**config.mk**
```make
export PLATFORM = sky130hd
export DESIGN_NAME = round_robin_slice_scheduler
export DESIGN_NICKNAME = d
export VERILOG_FILES = /design/src/hw/rtl/rrs_pkg.sv /design/src/hw/rtl/rrs_slots.sv /design/src/hw/rtl/rrs_ring.sv /design/src/hw/rtl/round_robin_slice_scheduler.sv
export SDC_FILE = /design/constraint.sdc
export NUM_CORES = 2
export LEC_CHECK = 0
export ABC_AREA = 1
export BUFFER_PORTS_ARGS = -buffer_cell sky130_fd_sc_hd__buf_2
export CAP_MARGIN = 20
export CORE_AREA = 2 2 615 433
export DETAILED_ROUTE_END_ITERATION = 16
export DIE_AREA = 0 0 617 435
export SYNTH_ARGS = -nofsm -noshare
export SYNTH_HDL_FRONTEND = slang
export SYNTH_SLANG_ARGS = --single-unit
```
**constraint.sdc**
```tcl
create_clock -name clk -period 16.4 [get_ports clk]
set_input_delay 2.46 -clock clk [delete_from_list [all_inputs] [get_ports clk]]
set_output_delay 2.46 -clock clk [all_outputs]
set_load 0.02 [all_outputs]
```
**src/hw/rtl/rrs_pkg.sv**
```systemverilog
package rrs_pkg;

  // Fixed field widths of the request and the response.
  localparam int unsigned TID_W   = 32;
  localparam int unsigned SLICE_W = 16;
  localparam int unsigned SLOT_W  = 4;
  localparam int unsigned TOTAL_W = 32;

  // The slot index field is four bits wide, so only the first sixteen slots can
  // ever be queued and read back.
  localparam int unsigned SLOT_LIMIT = 16;

  typedef enum logic [1:0] {
    KIND_CREATE  = 2'd0,
    KIND_ENQUEUE = 2'd1,
    KIND_TICK    = 2'd2,
    KIND_NOP     = 2'd3
  } kind_t;

  typedef enum logic [1:0] {
    STAT_OK      = 2'd0,
    STAT_FULL    = 2'd1,
    STAT_BAD_ENQ = 2'd2,
    STAT_EMPTY   = 2'd3
  } status_t;

  typedef struct packed {
    logic [1:0]         kind;
    logic [TID_W-1:0]   thread_id;
    logic [SLICE_W-1:0] slice_length;
    logic [SLOT_W-1:0]  slot_index;
  } in_req_t;

  typedef struct packed {
    logic [1:0]         status;
    logic [SLOT_W-1:0]  slot_out;
    logic [TID_W-1:0]   running_tid;
    logic               running_valid;
    logic [TOTAL_W-1:0] ready_total;
  } out_rsp_t;

  // What the thread table holds for one slot.
  typedef struct packed {
    logic [TID_W-1:0]   tid;
    logic [SLICE_W-1:0] slice;
  } thread_rec_t;

  // One place in the ready ring: the slot with a copy of its table record.
  typedef struct packed {
    logic [SLOT_W-1:0] slot;
    thread_rec_t       rec;
  } ring_entry_t;

  typedef struct packed {
    logic wr_en;
    logic mark_en;
  } slot_ctl_t;

  typedef struct packed {
    logic push;
    logic rotate;
  } ring_op_t;

endpackage

```
**src/hw/rtl/rrs_slots.sv**
```systemverilog
module rrs_slots #(
  parameter int unsigned DEPTH = 16
) (
  input  logic                     clk,
  input  logic                     rst_n,
  input  rrs_pkg::slot_ctl_t       ctl,
  input  logic [$clog2(DEPTH)-1:0] wr_addr,
  input  rrs_pkg::thread_rec_t     wr_rec,
  input  logic [$clog2(DEPTH)-1:0] rd_addr,
  output rrs_pkg::thread_rec_t     rd_rec,
  output logic                     rd_queued
);
  import rrs_pkg::*;

  thread_rec_t      table_r [DEPTH];
  logic [DEPTH-1:0] queued_r;
  logic [DEPTH-1:0] queued_nxt;

  // Thread records are written once, when the slot is created.
  always_ff @(posedge clk) begin
    if (ctl.wr_en) begin
      table_r[wr_addr] <= wr_rec;
    end
  end

  // Queued flags are set by a successful enqueue and cleared only by reset.
  always_comb begin
    queued_nxt = queued_r;
    if (ctl.mark_en) begin
      queued_nxt[rd_addr] = 1'b1;
    end
  end

  always_ff @(posedge clk) begin
    if (!rst_n) begin
      queued_r <= '0;
    end else begin
      queued_r <= queued_nxt;
    end
  end

  assign rd_rec    = table_r[rd_addr];
  assign rd_queued = queued_r[rd_addr];

endmodule

```
**src/hw/rtl/rrs_ring.sv**
```systemverilog
module rrs_ring #(
  parameter int unsigned DEPTH = 16
) (
  input  logic                       clk,
  input  logic                       rst_n,
  input  rrs_pkg::ring_op_t          op,
  input  rrs_pkg::ring_entry_t       push_entry,
  output logic [$clog2(DEPTH+1)-1:0] count,
  output rrs_pkg::ring_entry_t       head,
  output rrs_pkg::ring_entry_t       second
);
  import rrs_pkg::*;

  localparam int unsigned COUNT_W = $clog2(DEPTH + 1);

  // The ring is kept as a row of cells with the running thread always in
  // cell 0. A rotation shifts every cell down by one and drops the old head
  // into the last occupied cell; a push writes the first free cell.
  ring_entry_t        ring_r [DEPTH];
  logic [COUNT_W-1:0] count_r;
  logic [COUNT_W-1:0] count_nxt;

  for (genvar i = 0; i < DEPTH; i++) begin : g_cell
    ring_entry_t cell_nxt;

    if (i < DEPTH - 1) begin : g_mid
      always_comb begin
        cell_nxt = ring_r[i];
        if (op.rotate) begin
          cell_nxt = (count_r == COUNT_W'(i + 1)) ? ring_r[0] : ring_r[i + 1];
        end else if (op.push && (count_r == COUNT_W'(i))) begin
          cell_nxt = push_entry;
        end
      end
    end else begin : g_last
      always_comb begin
        cell_nxt = ring_r[i];
        if (op.rotate) begin
          if (count_r == COUNT_W'(i + 1)) begin
            cell_nxt = ring_r[0];
          end
        end else if (op.push && (count_r == COUNT_W'(i))) begin
          cell_nxt = push_entry;
        end
      end
    end

    always_ff @(posedge clk) begin
      ring_r[i] <= cell_nxt;
    end
  end

  // Slots never leave the ring, so the fill count only grows.
  always_comb begin
    count_nxt = count_r;
    if (op.push) begin
      count_nxt = count_r + COUNT_W'(1);
    end
  end

  always_ff @(posedge clk) begin
    if (!rst_n) begin
      count_r <= '0;
    end else begin
      count_r <= count_nxt;
    end
  end

  assign count  = count_r;
  assign head   = ring_r[0];
  assign second = ring_r[1];

endmodule

```
**src/hw/rtl/round_robin_slice_scheduler.sv**
```systemverilog
// Channel | Ports                          | Moves
// --------+--------------------------------+-----------------------------------
// request | in_valid, in_ready, in_req     | create, enqueue, tick or nop request
// result  | out_valid, out_ready, out_rsp  | status, slot and running thread
//
// One request is taken every cycle while results are taken; each is accepted
// into the request register and its result moves to the result register.
// The whole request is handled in the one stage between the request register
// and the result register, and all state moves there.
// Reset (rst_n low at a clock edge) empties the ring, clears the queued flags,
// the slot and enqueue counters and the running flag; thread records are
// written by create only. A stalled result holds the stage, and the request
// register then holds one waiting request.
module round_robin_slice_scheduler #(
  parameter int unsigned MAX_THREADS = 16
) (
  input  logic              clk,
  input  logic              rst_n,
  input  logic              in_valid,
  output logic              in_ready,
  input  rrs_pkg::in_req_t  in_req,
  output logic              out_valid,
  input  logic              out_ready,
  output rrs_pkg::out_rsp_t out_rsp
);
  import rrs_pkg::*;

  localparam int unsigned TABLE_DEPTH = (MAX_THREADS < SLOT_LIMIT) ? MAX_THREADS : SLOT_LIMIT;
  localparam int unsigned ADDR_W      = $clog2(TABLE_DEPTH);
  localparam int unsigned COUNT_W     = $clog2(TABLE_DEPTH + 1);
  localparam int unsigned USED_W      = $clog2(MAX_THREADS + 1);
  localparam int unsigned CMP_W       = (USED_W > SLOT_W) ? USED_W : SLOT_W;

  in_req_t             req_r;
  logic                req_valid_r;
  logic                req_valid_nxt;
  out_rsp_t            rsp_r;
  out_rsp_t            rsp_nxt;
  logic                rsp_valid_r;
  logic                rsp_valid_nxt;
  logic [USED_W-1:0]   used_r;
  logic [USED_W-1:0]   used_nxt;
  logic [SLICE_W-1:0]  head_rem_r;
  logic [SLICE_W-1:0]  head_rem_nxt;
  logic                running_r;
  logic                running_nxt;
  logic [TOTAL_W-1:0]  total_r;
  logic [TOTAL_W-1:0]  total_nxt;

  logic                advance;
  logic                in_take;
  logic [CMP_W-1:0]    used_ext;
  logic [CMP_W-1:0]    slot_ext;
  logic                table_full;
  logic                create_ok;
  logic                enq_ok;
  logic                tick_ok;
  logic                rotate;
  logic [SLICE_W-1:0]  rem_dec;
  slot_ctl_t           slot_ctl;
  thread_rec_t         wr_rec;
  thread_rec_t         rd_rec;
  logic                rd_queued;
  ring_op_t            ring_op;
  ring_entry_t         push_entry;
  ring_entry_t         ring_head;
  ring_entry_t         ring_second;
  ring_entry_t         new_head;
  logic [COUNT_W-1:0]  ring_count;

  // Request register and result register handshake.
  assign advance  = req_valid_r && (!rsp_valid_r || out_ready);
  assign in_ready = !req_valid_r || advance;
  assign in_take  = in_valid && in_ready;

  always_comb begin
    req_valid_nxt = req_valid_r;
    if (in_take) begin
      req_valid_nxt = 1'b1;
    end else if (advance) begin
      req_valid_nxt = 1'b0;
    end
  end

  always_comb begin
    rsp_valid_nxt = rsp_valid_r;
    if (advance) begin
      rsp_valid_nxt = 1'b1;
    end else if (out_ready) begin
      rsp_valid_nxt = 1'b0;
    end
  end

  // Decode of the request held in the request register.
  assign used_ext   = CMP_W'(used_r);
  assign slot_ext   = CMP_W'(req_r.slot_index);
  assign table_full = (used_r >= USED_W'(MAX_THREADS));

  assign create_ok = advance && (kind_t'(req_r.kind) == KIND_CREATE) && !table_full;
  assign enq_ok    = advance && (kind_t'(req_r.kind) == KIND_ENQUEUE)
                     && (slot_ext < used_ext) && !rd_queued
                     && (ring_count < COUNT_W'(TABLE_DEPTH));
  assign tick_ok   = advance && (kind_t'(req_r.kind) == KIND_TICK)
                     && (ring_count != '0);

  // Charge one tick to the head; rotate once it is spent and another waits.
  assign rem_dec = (head_rem_r == '0) ? '0 : head_rem_r - SLICE_W'(1);
  assign rotate  = tick_ok && (rem_dec == '0) && (ring_count >= COUNT_W'(2));

  // Thread table and queued flags.
  assign slot_ctl.wr_en   = create_ok && (used_r < USED_W'(TABLE_DEPTH));
  assign slot_ctl.mark_en = enq_ok;
  assign wr_rec.tid       = req_r.thread_id;
  assign wr_rec.slice     = req_r.slice_length;

  rrs_slots #(
    .DEPTH (TABLE_DEPTH)
  ) u_slots (
    .clk       (clk),
    .rst_n     (rst_n),
    .ctl       (slot_ctl),
    .wr_addr   (used_r[ADDR_W-1:0]),
    .wr_rec    (wr_rec),
    .rd_addr   (req_r.slot_index[ADDR_W-1:0]),
    .rd_rec    (rd_rec),
    .rd_queued (rd_queued)
  );

  // Ready ring.
  assign ring_op.push    = enq_ok;
  assign ring_op.rotate  = rotate;
  assign push_entry.slot = req_r.slot_index;
  assign push_entry.rec  = rd_rec;

  rrs_ring #(
    .DEPTH (TABLE_DEPTH)
  ) u_ring (
    .clk        (clk),
    .rst_n      (rst_n),
    .op         (ring_op),
    .push_entry (push_entry),
    .count      (ring_count),
    .head       (ring_head),
    .second     (ring_second)
  );

  // Only the head's remaining ticks ever differ from its slice, so one
  // register stands for the whole remaining-ticks table.
  always_comb begin
    head_rem_nxt = head_rem_r;
    if (enq_ok && (ring_count == '0)) begin
      head_rem_nxt = rd_rec.slice;
    end else if (tick_ok) begin
      head_rem_nxt = rotate ? ring_second.rec.slice : rem_dec;
    end
  end

  // Slot, running and enqueue counters.
  always_comb begin
    used_nxt    = create_ok ? used_r + USED_W'(1) : used_r;
    running_nxt = running_r || tick_ok;
    total_nxt   = total_r;
    if (enq_ok && (total_r != '1)) begin
      total_nxt = total_r + TOTAL_W'(1);
    end
  end

  // Result of the request as seen after its state change.
  assign new_head = rotate ? ring_second : ring_head;

  always_comb begin
    rsp_nxt               = '0;
    rsp_nxt.running_valid = running_nxt;
    rsp_nxt.running_tid   = running_nxt ? new_head.rec.tid : '0;
    rsp_nxt.ready_total   = total_nxt;
    case (kind_t'(req_r.kind))
      KIND_CREATE: begin
        if (table_full) begin
          rsp_nxt.status = STAT_FULL;
        end else begin
          rsp_nxt.status   = STAT_OK;
          rsp_nxt.slot_out = used_ext[SLOT_W-1:0];
        end
      end
      KIND_ENQUEUE: begin
        rsp_nxt.status   = enq_ok ? STAT_OK : STAT_BAD_ENQ;
        rsp_nxt.slot_out = req_r.slot_index;
      end
      KIND_TICK: begin
        if (tick_ok) begin
          rsp_nxt.status   = STAT_OK;
          rsp_nxt.slot_out = new_head.slot;
        end else begin
          rsp_nxt.status = STAT_EMPTY;
        end
      end
      KIND_NOP: begin
        rsp_nxt.status = STAT_OK;
      end
      default: begin
        rsp_nxt.status = STAT_OK;
      end
    endcase
  end

  // Payload registers.
  always_ff @(posedge clk) begin
    if (in_take) begin
      req_r <= in_req;
    end
    if (advance) begin
      rsp_r      <= rsp_nxt;
      head_rem_r <= head_rem_nxt;
    end
  end

  // Control registers.
  always_ff @(posedge clk) begin
    if (!rst_n) begin
      req_valid_r <= 1'b0;
      rsp_valid_r <= 1'b0;
      used_r      <= '0;
      running_r   <= 1'b0;
      total_r     <= '0;
    end else begin
      req_valid_r <= req_valid_nxt;
      rsp_valid_r <= rsp_valid_nxt;
      used_r      <= used_nxt;
      running_r   <= running_nxt;
      total_r     <= total_nxt;
    end
  end

  assign out_valid = rsp_valid_r;
  assign out_rsp   = rsp_r;

  // The slot counter never passes the number of slots.
  a_used_bound: assert property (@(posedge clk) disable iff (!rst_n)
    used_r <= USED_W'(MAX_THREADS))
    else $error("slot counter beyond table size");

  // The ring never holds more slots than have been created.
  a_ring_le_used: assert property (@(posedge clk) disable iff (!rst_n)
    USED_W'(ring_count) <= used_r)
    else $error("ring holds more slots than created");

  // A running thread implies a non-empty ring.
  a_running_ring: assert property (@(posedge clk) disable iff (!rst_n)
    running_r |-> (ring_count != '0))
    else $error("running flag set with empty ring");

  // A waiting request is not lost while the result side stalls.
  a_req_hold: assert property (@(posedge clk) disable iff (!rst_n)
    (req_valid_r && !advance) |=> (req_valid_r && $stable(req_r)))
    else $error("request register changed while stalled");

endmodule
```
==> results.py <==
metrics = {
    "outcome": {
        "status": "finished, final reports clean",
    },
    "grt": {
        "grt_pass1_vias": 52050,
        "grt_util_all_layers": 0.1619,
        "overflow": 0,
        "grt_pass1_wl_um": 333600,
        "antenna_found_initial": 5,
        "grt_start_max_net_pins": 228,
    },
    "power": {
        "p_sw_frac": 0.2311,
        "p_leak_nw": 30.87,
        "power_density_mw_per_mm2": 111.3,
        "pwr-share-seq": 0.533,
        "irDropWorstVdd_uv": 107.5,
        "p_sw_mw": 2.255,
        "pwr-share-clk": 0.405,
        "pwr-share-comb": 0.062,
        "power.internal_mw": 7.503,
    },
    "run": {
        "maxCapViolCount": 0,
    },
    "sta": {
        "period_share": 0.3676,
        "final.setup.tns_ns": 0,
        "setup_ws_ns": 10.37,
        "setup_viol": 0,
        "final.setup_skew_ns": 0.03215,
        "hold_viol": 0,
        "drv_slew": 0,
        "fmax_mhz": 165.9,
        "slew_headroom": 0.2229,
        "rsz0062_at_grt": "no",
        "final.min_clock_period_ns": 6.029,
        "tightest_slew_ns": 1.166,
    },
    "synthesis": {
        "ys.flop_type": "edfxtp_1",
        "synth_seq_cells": 1806,
        "synth_warnings": 0,
        "syn_avg_cell_area_um2": 10.70,
        "synth.cell_area_mm2": 0.07844,
        "syn-num-nets": 7401,
        "synthTopCellsByArea": "edfxtp_1 (67%), nand2_1 (11%), o21ai_0 (6.6%)",
        "syn_inst": 7329,
        "synth_cell_types": 38,
        "async_flop_share": 0,
        "synth-edff-count": 1741,
        "yosysSeqAreaShare": 0.6831,
        "synth.top_cell.area_share": 0.6665,
        "yosys.area.top_type": "edfxtp_1",
    },
    "finish": {
        "finalNetCount": 7246,
        "layout-drive-gt1-share": 0.07787,
        "final_cell_mix": "nand2_1 (2192), edfxtp_1 (1741), o21ai_0 (1028)",
        "final_common_cell": "nand2_1",
        "area_growth_pct": 11.80,
    },
    "clock_network": {
        "cts_buffers": 174,
        "clk_pin_slew_ns": 0.06,
        "cts_tree": "built",
        "cts_hold_buffers": 0,
        "clock_path_buffers": 3,
        "ctsResizeCount": 0,
        "cts_root_buffer": "clkbuf_16",
        "clk_latency_ns": 0.84,
        "htree_levels": 4,
        "clock_sinks": 1806,
        "postCtsSetupBuffers": 0,
    },
    "placement": {
        "port_buffers": 130,
        "dp_hpwl_um": 118400,
        "gp_congestion": 0.8045,
        "post-place-ws_ns": 9.506,
    },
    "critical_path": {
        "end_kind": "register",
        "arrival_ns": 6.61,
        "cp_max_fo": 227,
        "required_ns": 16.98,
        "critPathKind": "in -> reg",
        "startpoint_type": "primary input",
    },
    "floorplan": {
        "die-area_mm2": 0.2684,
        "pin_count": 131,
        "die_w_um": 617,
        "start_util": 0.2981,
        "die_height_um": 435,
        "coreArea_mm2": 0.2631,
        "std_cell_rows": 158,
    },
    "route": {
        "drt_iter0_drc": 7035,
        "routedWlPerCell_um": 20.75,
        "routed_wl_um": 225000,
        "first_pass_iters": 8,
        "num_vias": 55020,
        "ant_nets": 0,
        "viasPerCell": 5.074,
        "drcViolationCount": 0,
    },
    "hold_path": {
        "holdCritPathClass": "reg -> reg",
    },
}
-- final cells by class --
| type | count | area [µm²] |
|---|---|---|
| inverter | 172 | 660.6 |
| clock buffer | 223 | 4654 |
| fill | 26040 | 175400 |
| multi-input combinational | 4807 | 22180 |
| clock inverter | 99 | 843.3 |
| timing repair buffer | 213 | 1349 |
| antenna | 3 | 7.507 |
| sequential | 1806 | 53590 |
| tap | 3520 | 4404 |
-- flip-flops by register name, indices dropped and copies added (netlist names), named ones only --
| name | cells |
|---|---|
| req_r | 50 |
| out_rsp | 71 |
| head_rem_r | 16 |
| used_ext | 5 |
| u_ring.count | 5 |
| u_ring.ring_r | 832 |
| out_valid | 1 |
| total_r | 32 |
| running_r | 1 |
| u_slots.queued_r | 16 |
| req_valid_r | 1 |
| push_entry | 4 |
| u_slots.table_r | 768 |
-- path summary, 6_finish.rpt --
check / startpoint / slack, ns / depth (start not counted) / endpoint
worst max-delay path: out_ready / 10.37 / 16 / head_rem_r[4]
worst min-delay path: u_slots.queued_r[10] / 0.46 / 2 / u_slots.queued_r[10]
worst max register to register: head_rem_r[1] / 11.69 / 15 / head_rem_r[4]
worst min register to register: u_slots.queued_r[10] / 0.46 / 2 / u_slots.queued_r[10]
-- critical path, cell delays in order --
cell and delay [ns]:
buf_2 0.08, inv_1 0.04, nand2_1 0.07, nand2_1 0.25
inv_4 0.45, nand3_1 0.24, nor2_1 0.25, nand3_1 0.11
nor2_1 0.11, nand3b_1 0.17, nor2_4 0.16, buf_4 0.69
buf_12 0.74, nor2_1 0.39, nand2_1 0.18, nand2_1 0.07
-- cells in the mapped netlist, drive strengths merged (17+ instances only) --
| cell type | n |
|---|---|
| a21oi | 210 |
| o21ai | 1252 |
| buf | 165 |
| o221ai | 132 |
| edfxtp | 1741 |
| clkbuf | 379 |
| inv | 169 |
| dfxtp | 65 |
| nor3 | 17 |
| nand2 | 2255 |
| nand3 | 127 |
| o22ai | 60 |
| nor2 | 619 |
| o211ai | 61 |
| xor2 | 17 |
-- per-layer routing --
layer,GRT usage,vias up,part of all wire
met5,0,-,0
met4,0.04863,0,0.028
met3,0.02568,300,0.077
met2,0.2570,2314,0.46
met1,0.2275,27100,0.44
li1,-,25310,-
-- metrics by stage --
step	cells	instance area (µm²)	utilization	hold slack [ns]	total power [mW]
global placement	10520	82150	0.3122	0.4453	5.879
CTS	10840	87650	0.3331	0.4617	9.817
global route	10840	87690	0.3333	0.4863	10.06
finish	10840	87690	0.3333	0.4608	9.758
detailed placement	10520	82150	0.3122	0.4519	5.906
floorplan	7329	78440	-	0.4359	5.704
-- power by group through the flow --
stage / clock, mW / sequential (mW) / combinational, mW
final: 3.95 / 5.20 / 0.607
after global routing: 4.18 / 5.20 / 0.670
after CTS: 4.01 / 5.20 / 0.607
after detailed placement: 0 / 5.30 / 0.606
after global placement: 0 / 5.30 / 0.581
after floorplan: 0 / 5.28 / 0.423
-- kinds of logic (layout without fill, tap and decap cells) --
| logic type | count (synthesis) | after routing | synth area share |
|---|---|---|---|
| xor gates and xnor gates | 31 | 31 | 0.003461 |
| and+or+nand+nor | 3042 | 3042 | 0.1528 |
| DFF | 1806 | 1806 | 0.6831 |
| adders and majority gates | 14 | 14 | 0.002233 |
| other | 0 | 3 | 0 |
| AOI/OAI and AO/OA | 1720 | 1720 | 0.1192 |
| buffers and inverters | 716 | 707 | 0.03919 |
No activity file was read; power rests on OpenSTA's default activity.
